## src/rtl/sbp_pkg.sv

```systemverilog
`timescale 1ns / 1ps

package sbp_pkg;

  localparam int MAX_CHANNELS = 8;
  localparam int MAX_SAMPLES  = 262144;

  // Byte stride of one channel's block inside a coefficient chunk.
  localparam int COEF_STRIDE  = 46;
  // Bytes of a channel block that hold its sixteen coefficients.
  localparam int COEF_BYTES   = 32;

  localparam int HDR_BYTES    = 8;
  localparam int CHUNK_BYTES  = 4;

  localparam logic [6:0] CHUNK_NONE     = 7'd0;
  localparam logic [6:0] CHUNK_CHANNELS = 7'd1;
  localparam logic [6:0] CHUNK_RATE     = 7'd2;
  localparam logic [6:0] CHUNK_COEFS    = 7'd7;

  localparam logic REC_SAMPLE = 1'b0;
  localparam logic REC_COEF   = 1'b1;

  typedef enum logic [1:0] {
    PH_HEADER,
    PH_CHUNK_HEAD,
    PH_CHUNK_BODY,
    PH_DONE
  } phase_e;

  typedef enum logic [0:0] {
    CFG_SAMPLE_COUNT = 1'b0,
    CFG_REGION_BYTES = 1'b1
  } cfg_reg_e;

  typedef struct packed {
    logic [18:0] sample_count;
    logic [31:0] header_region_bytes;
  } cfg_t;

  typedef struct packed {
    logic               record_kind;
    logic [17:0]        sample_number;
    logic [29:0]        frame_count;
    logic [31:0]        sample_rate;
    logic [7:0]         channel_count;
    logic [31:0]        data_offset;
    logic               has_coefficients;
    logic [2:0]         coef_channel;
    logic [3:0]         coef_position;
    logic signed [15:0] coef_value;
    logic               last_record;
  } result_t;

  function automatic logic [31:0] rate_lookup(logic [3:0] idx);
    logic [31:0] rate;
    case (idx)
      4'd0:    rate = 32'd4000;
      4'd1:    rate = 32'd8000;
      4'd2:    rate = 32'd11000;
      4'd3:    rate = 32'd11025;
      4'd4:    rate = 32'd16000;
      4'd5:    rate = 32'd22050;
      4'd6:    rate = 32'd24000;
      4'd7:    rate = 32'd32000;
      4'd8:    rate = 32'd44100;
      4'd9:    rate = 32'd48000;
      default: rate = 32'd0;
    endcase
    return rate;
  endfunction

endpackage

```

## src/rtl/sbp_intf.sv

```systemverilog
`timescale 1ns / 1ps

interface sbp_in_if;
  logic       valid;
  logic       ready;
  logic [7:0] data_byte;
  logic       start_of_bank;

  modport source (output valid, output data_byte, output start_of_bank, input ready);
  modport sink   (input valid, input data_byte, input start_of_bank, output ready);
endinterface

interface sbp_out_if;
  logic               valid;
  logic               ready;
  logic               record_kind;
  logic [17:0]        sample_number;
  logic [29:0]        frame_count;
  logic [31:0]        sample_rate;
  logic [7:0]         channel_count;
  logic [31:0]        data_offset;
  logic               has_coefficients;
  logic [2:0]         coef_channel;
  logic [3:0]         coef_position;
  logic signed [15:0] coef_value;
  logic               last_record;

  modport source (
    output valid, output record_kind, output sample_number, output frame_count,
    output sample_rate, output channel_count, output data_offset,
    output has_coefficients, output coef_channel, output coef_position,
    output coef_value, output last_record, input ready
  );
  modport sink (
    input valid, input record_kind, input sample_number, input frame_count,
    input sample_rate, input channel_count, input data_offset,
    input has_coefficients, input coef_channel, input coef_position,
    input coef_value, input last_record, output ready
  );
endinterface

interface sbp_cfg_if import sbp_pkg::*; ();
  logic        valid;
  logic        ready;
  cfg_reg_e    index;
  logic [31:0] data;

  modport source (output valid, output index, output data, input ready);
  modport sink   (input valid, input index, input data, output ready);
endinterface

```

## src/rtl/sbp_core.sv

```systemverilog
`timescale 1ns / 1ps

module sbp_core import sbp_pkg::*; (
  input  logic       clk_i,
  input  logic       rst_ni,
  input  logic       step_i,
  input  logic [7:0] data_byte_i,
  input  logic       start_i,
  input  cfg_t       cfg_i,
  output logic       res_valid_o,
  output result_t    res_o
);

  phase_e      phase_q, phase_d;
  logic [31:0] pos_q, pos_d;
  logic [18:0] count_q, count_d;
  logic [23:0] ebc_q, ebc_d;
  logic [55:0] asm_q, asm_d;
  logic [29:0] frames_q, frames_d;
  logic [31:0] rate_q, rate_d;
  logic [7:0]  chans_q, chans_d;
  logic [31:0] offset_q, offset_d;
  logic        coef_flag_q, coef_flag_d;
  logic        more_q, more_d;
  logic [6:0]  kind_q, kind_d;
  logic [23:0] len_q, len_d;
  logic [3:0]  cch_q, cch_d;
  logic [5:0]  cb_q, cb_d;

  // Current state, with a start mark clearing it before the byte is parsed.
  logic        clr;
  phase_e      phase_c;
  logic [31:0] pos_c;
  logic [18:0] count_c;
  logic [23:0] ebc_c, ebc_inc;
  logic [55:0] asm_c;
  logic [7:0]  chans_c;
  logic [23:0] len_c;
  logic [3:0]  cch_c;
  logic [5:0]  cb_c;

  logic signed [33:0] room;
  logic [63:0] word;
  logic [55:0] asm_base;
  logic [2:0]  shift_sel;
  logic [31:0] chunk_word;
  logic [9:0]  coef_need;
  logic        bad_count, last;
  logic        do_after, do_end, coef_fire;
  logic [15:0] coef_val;

  always_comb begin
    clr     = step_i && start_i;
    phase_c = clr ? PH_HEADER : phase_q;
    pos_c   = clr ? '0 : pos_q;
    count_c = clr ? '0 : count_q;
    ebc_c   = clr ? '0 : ebc_q;
    asm_c   = clr ? '0 : asm_q;
    chans_c = clr ? '0 : chans_q;
    len_c   = clr ? '0 : len_q;
    cch_c   = clr ? '0 : cch_q;
    cb_c    = clr ? '0 : cb_q;

    phase_d     = phase_c;
    pos_d       = pos_c;
    count_d     = count_c;
    ebc_d       = ebc_c;
    asm_d       = asm_c;
    frames_d    = clr ? '0 : frames_q;
    rate_d      = clr ? '0 : rate_q;
    chans_d     = chans_c;
    offset_d    = clr ? '0 : offset_q;
    coef_flag_d = clr ? 1'b0 : coef_flag_q;
    more_d      = clr ? 1'b0 : more_q;
    kind_d      = clr ? '0 : kind_q;
    len_d       = len_c;
    cch_d       = cch_c;
    cb_d        = cb_c;

    // Bytes left in the region before this byte; negative after a shrink.
    room = $signed({2'b00, cfg_i.header_region_bytes}) - $signed({2'b00, pos_c});
    ebc_inc = ebc_c + 24'd1;

    bad_count = (cfg_i.sample_count == '0)
             || (32'(cfg_i.sample_count) > 32'(MAX_SAMPLES))
             || (count_c >= cfg_i.sample_count)
             || (room < 34'sd8);

    asm_base  = ((phase_c == PH_HEADER) && (ebc_c == '0)) ? '0 : asm_c;
    shift_sel = (phase_c == PH_HEADER) ? ebc_c[2:0] : {1'b0, ebc_c[1:0]};
    word      = {8'h00, asm_base} | ({56'h0, data_byte_i} << {shift_sel, 3'b000});
    chunk_word = word[31:0];
    coef_need = 10'(COEF_STRIDE) * {6'b0, chans_c[3:0]};
    coef_val  = {asm_c[7:0], data_byte_i};

    do_after  = 1'b0;
    do_end    = 1'b0;
    coef_fire = 1'b0;

    if (step_i) begin
      unique case (phase_c)
        PH_HEADER: begin
          if ((ebc_c == '0) && bad_count) begin
            phase_d = PH_DONE;
          end else begin
            asm_d = word[55:0];
            ebc_d = ebc_inc;
            pos_d = pos_c + 32'd1;
            if (ebc_c[2:0] == 3'(HDR_BYTES - 1)) begin
              frames_d    = word[63:34];
              rate_d      = rate_lookup(word[4:1]);
              chans_d     = {7'b0, word[5]} + 8'd1;
              offset_d    = {word[33:6], 4'b0000};
              coef_flag_d = 1'b0;
              more_d      = word[0];
              do_after    = 1'b1;
            end
          end
        end
        PH_CHUNK_HEAD: begin
          asm_d = word[55:0];
          ebc_d = ebc_inc;
          pos_d = pos_c + 32'd1;
          if (ebc_c[1:0] == 2'(CHUNK_BYTES - 1)) begin
            ebc_d  = '0;
            asm_d  = '0;
            more_d = chunk_word[0];
            len_d  = chunk_word[24:1];
            kind_d = chunk_word[31:25];
            if (room < $signed({10'b0, chunk_word[24:1]} + 34'd1)) begin
              do_end = 1'b1;
            end else begin
              if (chunk_word[31:25] == CHUNK_RATE) begin
                if (chunk_word[24:1] < 24'd4) kind_d = CHUNK_NONE;
              end else if (chunk_word[31:25] == CHUNK_COEFS) begin
                if ((chans_c <= 8'(MAX_CHANNELS))
                    && ({14'b0, coef_need} <= chunk_word[24:1])) begin
                  coef_flag_d = 1'b1;
                end else begin
                  kind_d = CHUNK_NONE;
                end
              end else if (chunk_word[31:25] != CHUNK_CHANNELS) begin
                kind_d = CHUNK_NONE;
              end
              cch_d = '0;
              cb_d  = '0;
              if (chunk_word[24:1] == '0) do_after = 1'b1;
              else phase_d = PH_CHUNK_BODY;
            end
          end
        end
        PH_CHUNK_BODY: begin
          if (kind_q == CHUNK_CHANNELS) begin
            if (ebc_c == '0) chans_d = data_byte_i;
          end else if (kind_q == CHUNK_RATE) begin
            if (ebc_c < 24'd4) asm_d = word[55:0];
            if (ebc_c == 24'd3) rate_d = chunk_word;
          end else if ((kind_q == CHUNK_COEFS) && ({4'b0, cch_c} < chans_c)) begin
            if (cb_c < 6'(COEF_BYTES)) begin
              if (cb_c[0]) coef_fire = 1'b1;
              else asm_d = {48'h0, data_byte_i};
            end
            if (cb_c == 6'(COEF_STRIDE - 1)) begin
              cb_d  = '0;
              cch_d = cch_c + 4'd1;
            end else begin
              cb_d = cb_c + 6'd1;
            end
          end
          ebc_d = ebc_inc;
          pos_d = pos_c + 32'd1;
          if (ebc_inc >= len_c) do_after = 1'b1;
        end
        PH_DONE: begin
        end
        default: begin
        end
      endcase
    end

    // Chunk chain continues only while the next chunk header still fits.
    if (do_after) begin
      ebc_d = '0;
      asm_d = '0;
      if (more_d && (room >= 34'sd5)) phase_d = PH_CHUNK_HEAD;
      else do_end = 1'b1;
    end

    last = ({1'b0, count_c} + 20'd1 >= {1'b0, cfg_i.sample_count}) || (room < 34'sd9);

    res_o       = '0;
    res_valid_o = 1'b0;
    res_o.sample_number = count_c[17:0];
    if (do_end) begin
      res_valid_o            = 1'b1;
      res_o.record_kind      = REC_SAMPLE;
      res_o.frame_count      = frames_d;
      res_o.sample_rate      = rate_d;
      res_o.channel_count    = chans_d;
      res_o.data_offset      = offset_d;
      res_o.has_coefficients = coef_flag_d;
      res_o.last_record      = last;
      count_d = count_c + 19'd1;
      phase_d = last ? PH_DONE : PH_HEADER;
      ebc_d   = '0;
      asm_d   = '0;
    end else if (coef_fire && !do_after) begin
      // A coefficient that completes on a chunk's final byte is dropped.
      res_valid_o         = 1'b1;
      res_o.record_kind   = REC_COEF;
      res_o.coef_channel  = cch_c[2:0];
      res_o.coef_position = cb_c[4:1];
      res_o.coef_value    = $signed(coef_val);
    end
  end

  always_ff @(posedge clk_i or negedge rst_ni) begin
    if (!rst_ni) begin
      phase_q     <= PH_HEADER;
      pos_q       <= '0;
      count_q     <= '0;
      ebc_q       <= '0;
      asm_q       <= '0;
      frames_q    <= '0;
      rate_q      <= '0;
      chans_q     <= '0;
      offset_q    <= '0;
      coef_flag_q <= 1'b0;
      more_q      <= 1'b0;
      kind_q      <= '0;
      len_q       <= '0;
      cch_q       <= '0;
      cb_q        <= '0;
    end else begin
      phase_q     <= phase_d;
      pos_q       <= pos_d;
      count_q     <= count_d;
      ebc_q       <= ebc_d;
      asm_q       <= asm_d;
      frames_q    <= frames_d;
      rate_q      <= rate_d;
      chans_q     <= chans_d;
      offset_q    <= offset_d;
      coef_flag_q <= coef_flag_d;
      more_q      <= more_d;
      kind_q      <= kind_d;
      len_q       <= len_d;
      cch_q       <= cch_d;
      cb_q        <= cb_d;
    end
  end

endmodule

```

## src/rtl/sbp_out_buf.sv

```systemverilog
`timescale 1ns / 1ps

module sbp_out_buf import sbp_pkg::*; (
  input  logic      clk_i,
  input  logic      rst_ni,
  input  logic      push_i,
  input  result_t   res_i,
  output logic      can_push_o,
  sbp_out_if.source out_o
);

  logic    valid_q;
  result_t res_q;

  // The register may be refilled in the same cycle its request is taken.
  assign can_push_o = !valid_q || out_o.ready;

  always_ff @(posedge clk_i or negedge rst_ni) begin
    if (!rst_ni) begin
      valid_q <= 1'b0;
    end else if (can_push_o) begin
      valid_q <= push_i;
    end
  end

  always_ff @(posedge clk_i) begin
    if (can_push_o && push_i) begin
      res_q <= res_i;
    end
  end

  assign out_o.valid            = valid_q;
  assign out_o.record_kind      = res_q.record_kind;
  assign out_o.sample_number    = res_q.sample_number;
  assign out_o.frame_count      = res_q.frame_count;
  assign out_o.sample_rate      = res_q.sample_rate;
  assign out_o.channel_count    = res_q.channel_count;
  assign out_o.data_offset      = res_q.data_offset;
  assign out_o.has_coefficients = res_q.has_coefficients;
  assign out_o.coef_channel     = res_q.coef_channel;
  assign out_o.coef_position    = res_q.coef_position;
  assign out_o.coef_value       = res_q.coef_value;
  assign out_o.last_record      = res_q.last_record;

endmodule

```

## src/rtl/sound_bank_v5_header_parser_top.sv

```systemverilog
`timescale 1ns / 1ps
// Channel   Direction  Carries
// in_i      sink       data_byte, start_of_bank: one region byte per request
// out_o     source     sample records and coefficient items, at most one per byte
// cfg_i     sink       index, data: register writes, always ready
//
// One byte is taken every cycle while out_o does not stall; a byte's result goes from the
// input register, through the parse logic, into the output register that drives out_o.
// Reset clears the parse state, the sample count to 1 and the region length to 0.
// A stall on out_o holds the byte in the input register, and in_i drops ready
// only once both the input and the output register are occupied.

module sound_bank_v5_header_parser_top import sbp_pkg::*; (
  input  logic      clk_i,
  input  logic      rst_ni,
  sbp_in_if.sink    in_i,
  sbp_out_if.source out_o,
  sbp_cfg_if.sink   cfg_i
);

  logic       in_valid_q;
  logic [7:0] byte_q;
  logic       start_q;
  logic       can_push;
  logic       step;
  logic       res_valid;
  result_t    res;
  cfg_t       cfg_q;

  assign in_i.ready  = !in_valid_q || can_push;
  assign cfg_i.ready = 1'b1;
  assign step        = in_valid_q && can_push;

  always_ff @(posedge clk_i or negedge rst_ni) begin
    if (!rst_ni) begin
      in_valid_q <= 1'b0;
    end else if (in_i.ready) begin
      in_valid_q <= in_i.valid;
    end
  end

  always_ff @(posedge clk_i) begin
    if (in_i.valid && in_i.ready) begin
      byte_q  <= in_i.data_byte;
      start_q <= in_i.start_of_bank;
    end
  end

  always_ff @(posedge clk_i or negedge rst_ni) begin
    if (!rst_ni) begin
      cfg_q.sample_count        <= 19'd1;
      cfg_q.header_region_bytes <= '0;
    end else if (cfg_i.valid) begin
      unique case (cfg_i.index)
        CFG_SAMPLE_COUNT: cfg_q.sample_count        <= cfg_i.data[18:0];
        CFG_REGION_BYTES: cfg_q.header_region_bytes <= cfg_i.data;
        default: begin
        end
      endcase
    end
  end

  sbp_core u_core (
    .clk_i       (clk_i),
    .rst_ni      (rst_ni),
    .step_i      (step),
    .data_byte_i (byte_q),
    .start_i     (start_q),
    .cfg_i       (cfg_q),
    .res_valid_o (res_valid),
    .res_o       (res)
  );

  sbp_out_buf u_out_buf (
    .clk_i      (clk_i),
    .rst_ni     (rst_ni),
    .push_i     (step && res_valid),
    .res_i      (res),
    .can_push_o (can_push),
    .out_o      (out_o)
  );

endmodule
```

## src/flat_wrapper.sv

```systemverilog
// flat-port wrapper written by rule: the top's interface ports become plain ports
module sound_bank_v5_header_parser_top_flat import sbp_pkg::*;
  (clk_i, rst_ni, in_i_valid, in_i_data_byte, in_i_start_of_bank, in_i_ready, out_o_valid, out_o_record_kind, out_o_sample_number, out_o_frame_count, out_o_sample_rate, out_o_channel_count, out_o_data_offset, out_o_has_coefficients, out_o_coef_channel, out_o_coef_position, out_o_coef_value, out_o_last_record, out_o_ready, cfg_i_valid, cfg_i_index, cfg_i_data, cfg_i_ready);
  sbp_in_if in_i_i ();
  sbp_out_if out_o_i ();
  sbp_cfg_if cfg_i_i ();
  input  logic clk_i;
  input  logic rst_ni;
  input wire logic [$bits(in_i_i.valid)-1:0] in_i_valid;
  input wire logic [$bits(in_i_i.data_byte)-1:0] in_i_data_byte;
  input wire logic [$bits(in_i_i.start_of_bank)-1:0] in_i_start_of_bank;
  output wire logic [$bits(in_i_i.ready)-1:0] in_i_ready;
  output wire logic [$bits(out_o_i.valid)-1:0] out_o_valid;
  output wire logic [$bits(out_o_i.record_kind)-1:0] out_o_record_kind;
  output wire logic [$bits(out_o_i.sample_number)-1:0] out_o_sample_number;
  output wire logic [$bits(out_o_i.frame_count)-1:0] out_o_frame_count;
  output wire logic [$bits(out_o_i.sample_rate)-1:0] out_o_sample_rate;
  output wire logic [$bits(out_o_i.channel_count)-1:0] out_o_channel_count;
  output wire logic [$bits(out_o_i.data_offset)-1:0] out_o_data_offset;
  output wire logic [$bits(out_o_i.has_coefficients)-1:0] out_o_has_coefficients;
  output wire logic [$bits(out_o_i.coef_channel)-1:0] out_o_coef_channel;
  output wire logic [$bits(out_o_i.coef_position)-1:0] out_o_coef_position;
  output wire logic [$bits(out_o_i.coef_value)-1:0] out_o_coef_value;
  output wire logic [$bits(out_o_i.last_record)-1:0] out_o_last_record;
  input wire logic [$bits(out_o_i.ready)-1:0] out_o_ready;
  input wire logic [$bits(cfg_i_i.valid)-1:0] cfg_i_valid;
  input wire logic [$bits(cfg_i_i.index)-1:0] cfg_i_index;
  input wire logic [$bits(cfg_i_i.data)-1:0] cfg_i_data;
  output wire logic [$bits(cfg_i_i.ready)-1:0] cfg_i_ready;
  assign in_i_i.valid = in_i_valid;
  assign in_i_i.data_byte = in_i_data_byte;
  assign in_i_i.start_of_bank = in_i_start_of_bank;
  assign in_i_ready = in_i_i.ready;
  assign out_o_valid = out_o_i.valid;
  assign out_o_record_kind = out_o_i.record_kind;
  assign out_o_sample_number = out_o_i.sample_number;
  assign out_o_frame_count = out_o_i.frame_count;
  assign out_o_sample_rate = out_o_i.sample_rate;
  assign out_o_channel_count = out_o_i.channel_count;
  assign out_o_data_offset = out_o_i.data_offset;
  assign out_o_has_coefficients = out_o_i.has_coefficients;
  assign out_o_coef_channel = out_o_i.coef_channel;
  assign out_o_coef_position = out_o_i.coef_position;
  assign out_o_coef_value = out_o_i.coef_value;
  assign out_o_last_record = out_o_i.last_record;
  assign out_o_i.ready = out_o_ready;
  assign cfg_i_i.valid = cfg_i_valid;
  assign cfg_i_i.index = cfg_i_index;
  assign cfg_i_i.data = cfg_i_data;
  assign cfg_i_ready = cfg_i_i.ready;
  sound_bank_v5_header_parser_top u_core (.clk_i(clk_i), .rst_ni(rst_ni), .in_i(in_i_i), .out_o(out_o_i), .cfg_i(cfg_i_i));
endmodule
```

## config.mk

```make
export PLATFORM = sky130hd
export DESIGN_NAME = sound_bank_v5_header_parser_top_flat
export DESIGN_NICKNAME = d
export VERILOG_FILES = /design/src/rtl/sbp_pkg.sv /design/src/rtl/sbp_intf.sv /design/src/rtl/sbp_core.sv /design/src/rtl/sbp_out_buf.sv /design/src/rtl/sound_bank_v5_header_parser_top.sv /design/src/flat_wrapper.sv
export SDC_FILE = /design/constraint.sdc
export NUM_CORES = 1
export LEC_CHECK = 0
export BUFFER_PORTS_ARGS = -buffer_cell sky130_fd_sc_hd__buf_2
export CORE_MARGIN = 5
export CORE_UTILIZATION = 60
export CTS_CLUSTER_SIZE = 16
export DETAILED_ROUTE_END_ITERATION = 12
export PLACE_DENSITY_LB_ADDON = 0.1
export SYNTH_ARGS = -nofsm -noshare
export SYNTH_HDL_FRONTEND = slang
export SYNTH_SLANG_ARGS = --single-unit
```

## constraint.sdc

```tcl
create_clock -name clk_i -period 22.3 [get_ports clk_i]
set_input_delay 3.345 -clock clk_i [delete_from_list [all_inputs] [get_ports clk_i]]
set_output_delay 3.345 -clock clk_i [all_outputs]
set_load 0.05 [all_outputs]
```

Yosys cells after proc, flatten, opt, wreduce, memory -nomap -nowiden
Memory sizes are Yosys's and may differ from the RTL's.
Index checks and enable logic that the tools add are counted.
- output and inout port bits: 149
- bits of input ports: 47
- register bits: 486
- ROM bits: 256
- logic and storage cells: 236
- memories: 1
- eq/ne operators: 12
- bitwise logic cells: 3
- multiplexer cells: 135
- reductions and logical operators: 28
- order comparisons: 14
- multiply operators: 1
- shift-type cells: 1
- $add $sub $neg: 9
- memories (name ; depth ; bits a word ; read ports ; clocked after Yosys merged registers in ; wr ports ; line ; source):
    (no name shown) ; 16 ; 16 ; 1 ; 0 ; 0 ; sbp_pkg.sv:57 ; case (idx)
- operator list (operator ; count):
    two-way mux 56 bit ; 13
    two-way mux 32 bit ; 15
    two-way mux 24 bit ; 10
    one-hot mux 56 bit (3 select lines) ; 1
    two-way mux 30 bit ; 5
    one-hot mux 32 bit (2 select lines) ; 2
    one-hot mux 24 bit (3 select lines) ; 1
    two-way mux 7 bit ; 10
    < comparator 33 x 5 -> 1 bit (second input constant) ; 2
    OR 56 x 64 -> 64 bit ; 1
    left shift 8 x 6 -> 64 bit ; 1
    zero test 24 bit ; 2
    < comparator 24 x 3 -> 1 bit (second input constant) ; 2
    two-way mux 6 bit ; 8
    two-way mux 8 bit ; 6
    two-way mux 19 bit ; 2
    two-way mux 1 bit ; 36
    >= comparator 33 x 4 -> 1 bit (second input constant) ; 1
    < comparator 33 x 26 -> 1 bit ; 1
    subtractor 32 x 32 -> 33 bit ; 1
    adder 32 x 1 -> 32 bit (second input constant) ; 1
    two-way mux 4 bit ; 8
    adder 24 x 1 -> 25 bit (second input constant) ; 1
    adder 24 x 1 -> 24 bit (second input constant) ; 1
    other kinds (39) ; 72

Depth between registers and ports, before layout
Gate-level depths: netlist of run 1.
- word-level depth: 21
- depth in mapped cells: 42
- gate-level depth less buffers: 29

Hierarchy
Synthesis of run 1 repeated with hierarchy kept, for this count alone.
- cells, all modules: 3233
- area, all modules: 29866.1 um2
- by module, submodules not included (module ; instances ; cells an instance ; sequential area each (um2) ; area each (um2)):
    sbp_core ; 1 ; 2957 ; 6956.7 ; 23153.5
    sbp_out_buf ; 1 ; 150 ; 4409.2 ; 4438.0
    sound_bank_v5_header_parser_top ; 1 ; 126 ; 1572.8 ; 2274.7

Worst setup path after synthesis of run 1
No wires, ideal clock.
- kind: input -> register
- from: in out_o_ready
- to: reg u_core.u_out_buf.res_q (netlist bit u_core.u_out_buf.out_o.channel_count[0]), enable pin
- arrival: 20.635 ns
- required time: 21.447 ns
- cell stages on the path: 35
- setup time: 0.853 ns
- slack: 0.812 ns
- buffers on the path: 12
- path through: nand2b_1 -> nand3_1 -> buf_2 -> clkbuf_1 -> buf_2 -> clkbuf_1 -> clkbuf_1 -> buf_1 -> clkbuf_1 -> clkbuf_1 -> clkbuf_1 -> nand2_1 -> ha_1 -> nand2_1 -> or3_1 -> clkbuf_1 -> and2_1 -> clkbuf_1 -> a22o_1 -> clkbuf_1 -> nand3_1 -> nor3b_1 -> nand3_1 -> or4_1 -> xnor2_1 -> ha_1 -> a211oi_1 -> o21ai_0 -> o211ai_1 -> o211ai_1 -> a211o_1 -> o2111ai_1 -> o311ai_1 -> and2_1 -> o21ai_0
- word-level cells in the longest chain between the ends: 20
- elaborated cells between the ends (all ways): 72
- classes of those cells: 3 x add/sub; 7 x order compare; 4 x eq/ne; 1 x shift; 40 x mux; 1 x bitwise; 16 x reduce/logical
- RTL lines (item ; line ; source):
    from (decl) ; flat_wrapper.sv:25 ; input wire logic [$bits(out_o_i.ready)-1:0] out_o_ready;
    logical OR 1 bit * ; sbp_out_buf.sv:16 ; assign can_push_o = !valid_q || out_o.ready;
    logical AND 1 bit ; sound_bank_v5_header_parser_top.sv:32 ; assign step = in_valid_q && can_push;
    logical AND 1 bit ; sbp_core.sv:53 ; clr = step_i && start_i;
    two-way mux 2 bit / two-way mux 24 bit (equally long branches) ; sbp_core.sv:54, sbp_core.sv:57 ;
    zero test 2 bit / zero test 24 bit (equally long branches) ; -- ;
    two-way mux 3 bit / logical AND 1 bit (equally long branches) ; sbp_core.sv:90, sbp_core.sv:89 ;
    left shift 8 x 6 -> 64 bit / two-way mux 56 bit (equally long branches) ; sbp_core.sv:91, sbp_core.sv:89 ;
    OR 56 x 64 -> 64 bit ; sbp_core.sv:91 ; word = {8'h00, asm_base} | ({56'h0, data_byte_i} << {shift_sel, 3'b000});
    [4 not listed] ; -- ;
    one-hot mux 1 bit (3 select lines) ; sbp_core.sv:101 ; unique case (phase_c)
    two-way mux 1 bit ; sbp_core.sv:100 ; if (step_i) begin
    zero test 1 bit ; sbp_core.sv:207 ; end else if (coef_fire && !do_after) begin
    logical AND 1 bit ; sbp_core.sv:207 ;
    two-way mux 1 bit ; sbp_core.sv:207 ;
    two-way mux 1 bit ; sbp_core.sv:194 ; if (do_end) begin
    logical AND 1 bit ; sound_bank_v5_header_parser_top.sv:77 ; .push_i (step && res_valid),
    logical AND 1 bit * ; sbp_out_buf.sv:27 ; if (can_push_o && push_i) begin
    to (signal assigned) ; sbp_out_buf.sv:28 ; res_q <= res_i;
    to (decl) ; sbp_out_buf.sv:13 ; result_t res_q;
Every way passes the cells marked *; elsewhere a longest branch is shown, timed or not.
A chain may end at the register's enable or synchronous reset.

Worst setup path after layout of run 1
- from: in out_o_ready
- to: reg u_core.u_out_buf.res_q (netlist bit u_core.u_out_buf.out_o.data_offset[20]), enable pin
Same word-level chain as after synthesis.

==> flow_metrics.tcl, run 1 <==
set metrics [dict create \
    synth-edff-count 155 \
    rows 81 \
    setup_tns_ps 0 \
    crit_start "out_o_ready" \
    grt_pass1_vias 25300 \
    cts_tree "built" \
    cts_max_level 2 \
    synth.net_count 3339 \
    cp_max_fo 178 \
    rsz0062_at_grt "no" \
    synth_top_area_cell "dfrtp_1" \
    ioPinCount 196 \
    worst_slew_pin_slew_ps 1270 \
    wl_per_cell_um 25.2 \
    cts_root_buffer "clkbuf_16" \
    numCtsBuffers 52 \
    io_buffers 194 \
    dr.first_iter.drc_count 3431 \
    yosysUniqueCellTypes 84 \
    cp_slowest_stage_delay_ps 970 \
    hold_path_class "flip-flop to flip-flop" \
    slew_headroom_pct 15.0 \
    fp.dieH_um 231 \
    vias 26300 \
    synth.top_cell.area_share_pct 28.1 \
    final_hold_viol_count 0 \
    antenna_cells 0 \
    die_w_um 231 \
    seq_area_frac_synth_pct 44.1 \
    syn_inst 3124 \
    drt_pass1_iterations 7 \
    critical_path_class "input port to flip-flop" \
    skew_ps 14.9 \
    switching_share_pct 43.4 \
    start_util_pct 60.4 \
    setup_viol 0 \
    drcViolationCount 0 \
    place_hpwl_mm 67.7 \
    power_frac_comb_pct 42.9 \
    internal_power_w 0.00196 \
    synthFlopType "dfrtp_1" \
    synth_top_cells_by_area "dfrtp_1 28%, edfxtp_1 16%, ha_1 7.0%" \
    slew_viol_final 0 \
    power_density_nw_per_um2 107 \
    syn_area_per_cell_um2 9.40 \
    cts_setup_buffers 0 \
    antenna_found_initial 4 \
    pwr-share-seq_pct 31.2 \
    async_reset_ff_share_pct 68.1 \
    ctsHoldBuffers 0 \
    wl_mm 97.7 \
    cp.arrival_ps 14360 \
    grt_usage_pct 35.5 \
    critPathSlowestCell "a21o_2" \
    finalPower_w 0.00347 \
    drv_cap 0 \
    grt_pass1_wl_mm 149 \
    r2r_slack_ps 10720 \
    dieArea_um2 53500 \
    fin_util_pct 66.8 \
    cts_buffer_depth 3 \
    path_clk_slew_ps 60 \
    yosysMostFrequentCell "nand2_1" \
    grt.overflow.total 0 \
    clk_latency_ps 620 \
    critical_path_required_ps 22530 \
    ys_ff_latch 486 \
    cts_sinks 486 \
    p_leak_nw 14.3 \
    clkPwrFrac_pct 25.9 \
    synthesis.area_um2 29400 \
    drive_above_1_share_pct 12.8 \
    irDropWorstVdd_v 0.0000686 \
    post-route-period-util_pct 63.4 \
    via_per_inst 6.80 \
    ys_warn_count 0 \
    gp_congestion 1.02 \
    cts_resized 0 \
    hp-start "u_core.u_core.len_q[0]" \
    worstSetupEndpointType "flip-flop" \
    cpMostUsedCell "buf_4" \
    antenna_left 0 \
    grt_max_degree 179 \
    core_area_um2 48600 \
    cp-start-kind "input port" \
    max_freq_ghz 0.0708 \
    status "complete, no violations" \
    nets 3421 \
    synthTopCellsByCount "417 x nand2_1, 330 x dfrtp_1, 203 x o21ai_0" \
    p_sw_w 0.00150 \
    post-route-min-period_ps 14130 \
    reg2reg_from "u_core.in_valid_q" \
    area_delta_synth_final_pct 10.6 \
]
## per-stage QoR
stage	area [um2]	worst slack, ps	hold slack [ps]	instances
after floorplan	29400	812	442	3124
after global placement	30700	8230	462	3774
after detailed placement	30700	7850	473	3774
after CTS	32500	8470	486	3872
after global routing	32500	7580	508	3872
final	32500	8170	484	3872
## layout make-up
class / instances / area (um2)
well taps: 622 / 778
flip-flops and latches: 486 / 12900
inverters: 96 / 360
multi-input cells: 2328 / 15300
clock inverters: 28 / 292
fillers: 3866 / 16200
clock buffers: 70 / 1460
repair buffers: 242 / 1370
## cell families (layout without fill, tap and decap cells)
group | Yosys count | count (layout) | share of synthesized area (%)
AO/OA/AOI/OAI | 821 | 821 | 19.1
XOR/XNOR | 98 | 98 | 2.92
adder cells (fa/ha/maj) | 169 | 169 | 7.29
buffers and inverters | 310 | 436 | 4.22
flip-flops | 486 | 486 | 44.1
multiplexers | 82 | 82 | 2.95
other | 1 | 1 | 0.0128
AND/OR/NAND/NOR | 1157 | 1157 | 19.5
## layer usage
layer / up-vias / share of wire (%) / global-route usage, % / routed length (um)
met5: - / 0.039 / 0 / 38
met4: 6 / 5.7 / 17.3 / 5600
met3: 338 / 9.9 / 7.78 / 9650
met2: 1553 / 44 / 54.1 / 43300
met1: 12800 / 40 / 48.4 / 39100
li1: 11600 / - / - / -
## cells in the final DEF, fill, tap and decap left out, types with 44 or more instances in the layout
cell type,n
a21o_1,44
dfrtp_1,330
xnor2_1,63
a21oi_1,166
a32o_1,44
o21ai_0,201
edfxtp_1,155
mux2i_1,46
nand3_1,120
nor3_1,48
inv_1,93
a22o_1,46
ha_1,163
nand2_1,417
buf_2,193
nor2_1,168
buf_4,46
clkbuf_16,53
nand4_1,58
and2_1,145
## state kept, by name, indices dropped and copies added (netlist names), 3 cells and up
signal	count
u_core.cfg_q	51
u_core.u_core.offset_q	32
u_core.byte_q	8
u_core.u_core.rate_q	32
u_core.u_core.frames_q	30
u_core.u_core.kind_q	7
u_core.u_out_buf.out_o.channel_count	8
u_core.u_core.len_q	24
u_core.u_core.pos_q	32
u_core.u_out_buf.out_o.data_offset	32
u_core.u_out_buf.out_o.coef_value	16
u_core.u_core.ebc_q	24
u_core.u_core.cb_q	6
u_core.u_core.asm_q	56
u_core.u_core.count_q	19
u_core.u_out_buf.out_o.coef_position	4
u_core.u_core.cch_q	4
u_core.u_core.chans_q	8
u_core.u_out_buf.out_o.frame_count	30
u_core.u_out_buf.out_o.sample_number	18
u_core.u_out_buf.out_o.coef_channel	3
u_core.u_out_buf.out_o.sample_rate	32
## worst max-delay path: cells and delay by family
family | cells | cell delay [ps]
AO/OA/AOI/OAI | 7 | 2490
XOR/XNOR | 1 | 150
adder cells (fa/ha/maj) | 2 | 590
buffers and inverters | 6 | 2960
AND/OR/NAND/NOR | 14 | 4490
## power groups by stage
stage	clock, W	sequential, W	combinational, W
floorplan	0	0.00116	0.000905
global placement	0	0.00109	0.00140
detailed placement	0	0.00110	0.00143
CTS	0.000904	0.00108	0.00144
global route	0.000943	0.00109	0.00158
finish	0.000897	0.00108	0.00149
## path summary, 6_finish.rpt
check	endpoint	cells after the start
max reg2reg	u_core.u_out_buf.out_o.data_offset[20]	27
max in group asynchronous	u_core.u_core.asm_q[48]	2
min reg2reg	u_core.u_core.len_q[0]	2
max	u_core.u_out_buf.out_o.data_offset[20]	30
min in group asynchronous	u_core.cfg_q[20]	1
min	u_core.u_core.len_q[0]	2
Note: power is estimated with default switching activity, not from simulation.
==> run 2: changes to the inputs <==
ABC_AREA = 1   (was not set)
CORE_UTILIZATION = 56   (was 60)
clock period = 12 ns   (was 22.3 ns; I/O delays follow)
==> run 2 against run 1 <==
Area after synthesis is 9.9% higher. Via count is 15% higher. Global-route usage is 2.6 points lower. Die area is 17% higher. Setup slack worse by 5300 ps. Largest power group unchanged. Design area is 9.5% higher. Clock skew is 20 ps higher. Non-clock buffer count is 2 higher. Clock power is 92% higher.
==> flow_metrics.tcl, run 2 <==
set metrics [dict create \
    antenna_cells 0 \
    post-route-period-util_pct 76.1 \
    async_reset_ff_share_pct 68.1 \
    grt_pass1_wl_mm 165 \
    final_common_cell "nand2_1" \
    synth.net_count 4569 \
    syn_area_per_cell_um2 7.41 \
    cp.arrival_ps 9470 \
    final_cell_mix "1046 x nand2_1, 625 x inv_1, 434 x nor2_1" \
    setup_tns_ps 0 \
    cp-start-kind "input port" \
    r2r_cells 32 \
    critPathSlowestCell "buf_4" \
    fin_util_pct 62.0 \
    top_regs "u_core.u_core.asm_q: 56 flops, u_core.cfg_q: 51 flops" \
    ioPinCount 196 \
    wl_per_cell_um 20.0 \
    slew_headroom_pct 16.8 \
    setup_viol 0 \
    io_buffers 194 \
    multiInputGateArea_um2 16000 \
    grt_max_degree 113 \
    largest_register_ffs 56 \
    ys_warn_count 0 \
    synth-edff-count 155 \
    cpMostUsedCell "nand2_1" \
    drive_above_1_share_pct 9.82 \
    slew_viol_final 0 \
    skew_ps 34.9 \
    nets 4671 \
    reg2reg_from "u_core.start_q" \
    ctsHoldBuffers 0 \
    area_delta_synth_final_pct 10.2 \
    syn_inst 4354 \
    start_util_pct 56.3 \
    cp_max_fo 82 \
    cts_sinks 486 \
    regMostFlops "u_core.u_core.asm_q" \
    vias 30400 \
    antenna_found_initial 1 \
    antenna_left 0 \
    synth.top_cell.area_share_pct 25.6 \
    ys_ff_latch 486 \
    core_area_um2 57400 \
    fp.dieH_um 250 \
    die_w_um 250 \
    cts_setup_buffers 0 \
    synth_top_area_cell "dfrtp_1" \
    grt_usage_pct 32.9 \
    grt_pass1_vias 28400 \
    cts_buffer_depth 3 \
    yosysMostFrequentCell "nand2_1" \
    drcViolationCount 0 \
    max_freq_ghz 0.109 \
    worstSetupEndpointType "flip-flop" \
    r2r_slack_ps 3650 \
    cp_slowest_stage_delay_ps 750 \
    final_hold_viol_count 0 \
    p_leak_nw 17.4 \
    irDropWorstVdd_v 0.000141 \
    wl_mm 105 \
    gp_congestion 1.04 \
    critical_path_required_ps 12330 \
    cts_max_level 2 \
    path_clk_slew_ps 60 \
    rsz0062_at_grt "no" \
    cts_root_buffer "clkbuf_16" \
    via_per_inst 5.76 \
    synthTopCellsByCount "1049 x nand2_1, 626 x inv_1, 436 x nor2_1" \
    drt_pass1_iterations 9 \
    numCtsBuffers 54 \
    cts_resized 0 \
    whs_ps 466 \
    dr.first_iter.drc_count 3709 \
    r2r_end "u_core.u_out_buf.out_o.data_offset[7]" \
    worst_slew_pin_slew_ps 1250 \
    rows 88 \
    drv_cap 0 \
    grt.overflow.total 0 \
    clk_latency_ps 630 \
    crit_end "u_core.u_out_buf.out_o.data_offset[7]" \
    layout.area.seq_um2 12900 \
    synthFlopType "dfrtp_1" \
    place_hpwl_mm 73.5 \
    synth_top_cells_by_area "dfrtp_1 26%, edfxtp_1 14%, nand2_1 12%" \
    critical_path_class "input port to flip-flop" \
    synthesis.area_um2 32300 \
    yosysUniqueCellTypes 71 \
    seq_area_frac_synth_pct 40.1 \
    hold_depth 2 \
    post-route-min-period_ps 9130 \
    crit_start "out_o_ready" \
    cts_tree "built" \
    status "complete, no violations" \
    fill_cells 5246 \
    dieArea_um2 62500 \
    hold_path_class "flip-flop to flip-flop" \
    power_density_nw_per_um2 225 \
]
-- run 2: changes by cell type after synthesis, moves of 51 or more --
cell and delta:
inv_1 +533, a21oi_1 +52, o21ai_0 +180, o22ai_1 +97
nand3_1 +71, nor2_1 +266, nand2_1 +632, and2_1 -139
xnor2_1 -51
-- run 2: cells by family after synthesis --
group	Yosys count	synth area share (%)
and+or+nand+nor	1861	24.1
adders and majority gates	168	6.61
DFF	486	40.1
xor gates and xnor gates	84	2.28
other	1	0.0116
buffers and inverters	843	10.4
AOI/OAI and AO/OA	891	15.9
muxes	20	0.671
-- run 2: worst max-delay path, delay by kind of cell --
family	cells	cell delay (ps)
AND/OR/NAND/NOR	24	4650
buffers and inverters	5	1600
adder cells (fa/ha/maj)	3	760
AO/OA/AOI/OAI	2	360
XOR/XNOR	1	170
-- run 2: power by group --
| group | total, W | internal (W) | switching [W] |
|---|---|---|---|
| logic | 0.00407 | 0.00115 | 0.00292 |
| clock network | 0.00172 | 0.00100 | 0.000718 |
| registers | 0.00221 | 0.00206 | 0.000151 |
| total | 0.00800 | 0.00421 | 0.00379 |
-- run 2: stage by stage --
stage | std cells | power, W | cell area, um2 | setup slack [ps]
2_1_floorplan | 4354 | 0.00503 | 32300 | 1220
3_3_place_gp | 5165 | 0.00614 | 33700 | 2740
3_5_place_dp | 5165 | 0.00617 | 33700 | 2460
4_1_cts | 5266 | 0.00791 | 35600 | 3070
5_1_grt | 5266 | 0.00854 | 35600 | 2340
6_report | 5266 | 0.00800 | 35600 | 2870
-- run 2: worst min-delay path by stage --
| stage | slack, ps | to | startpoint |
|---|---|---|---|
| floorplan | 430 | u_core.u_core.offset_q[0] | u_core.u_core.offset_q[0] |
| global placement | 450 | u_core.u_core.offset_q[3] | u_core.u_core.offset_q[3] |
| detailed placement | 450 | u_core.u_core.offset_q[0] | u_core.u_core.offset_q[0] |
| CTS | 470 | u_core.u_core.offset_q[0] | u_core.u_core.offset_q[0] |
| global route | 500 | u_core.u_core.offset_q[2] | u_core.u_core.offset_q[2] |
| finish | 470 | u_core.u_core.offset_q[0] | u_core.u_core.offset_q[0] |
-- run 2: layer usage --
| layer | track usage (%) | vias to the layer above | share of wire (%) |
|---|---|---|---|
| li1 | - | 14500 | - |
| met1 | 47.5 | 14100 | 43 |
| met2 | 49.3 | 1511 | 43 |
| met3 | 7.46 | 255 | 10 |
| met4 | 11.3 | 2 | 4.1 |
| met5 | 0 | - | 0.012 |
-- run 2: final cells by class --
type / count / area share [%]
Multi-Input combinational cell: 3025 / 45.1
Sequential cell: 486 / 36.4
Inverter: 645 / 6.81
Clock buffer: 73 / 4.29
Timing Repair Buffer: 244 / 3.88
Tap cell: 765 / 2.69
Clock inverter: 28 / 0.890
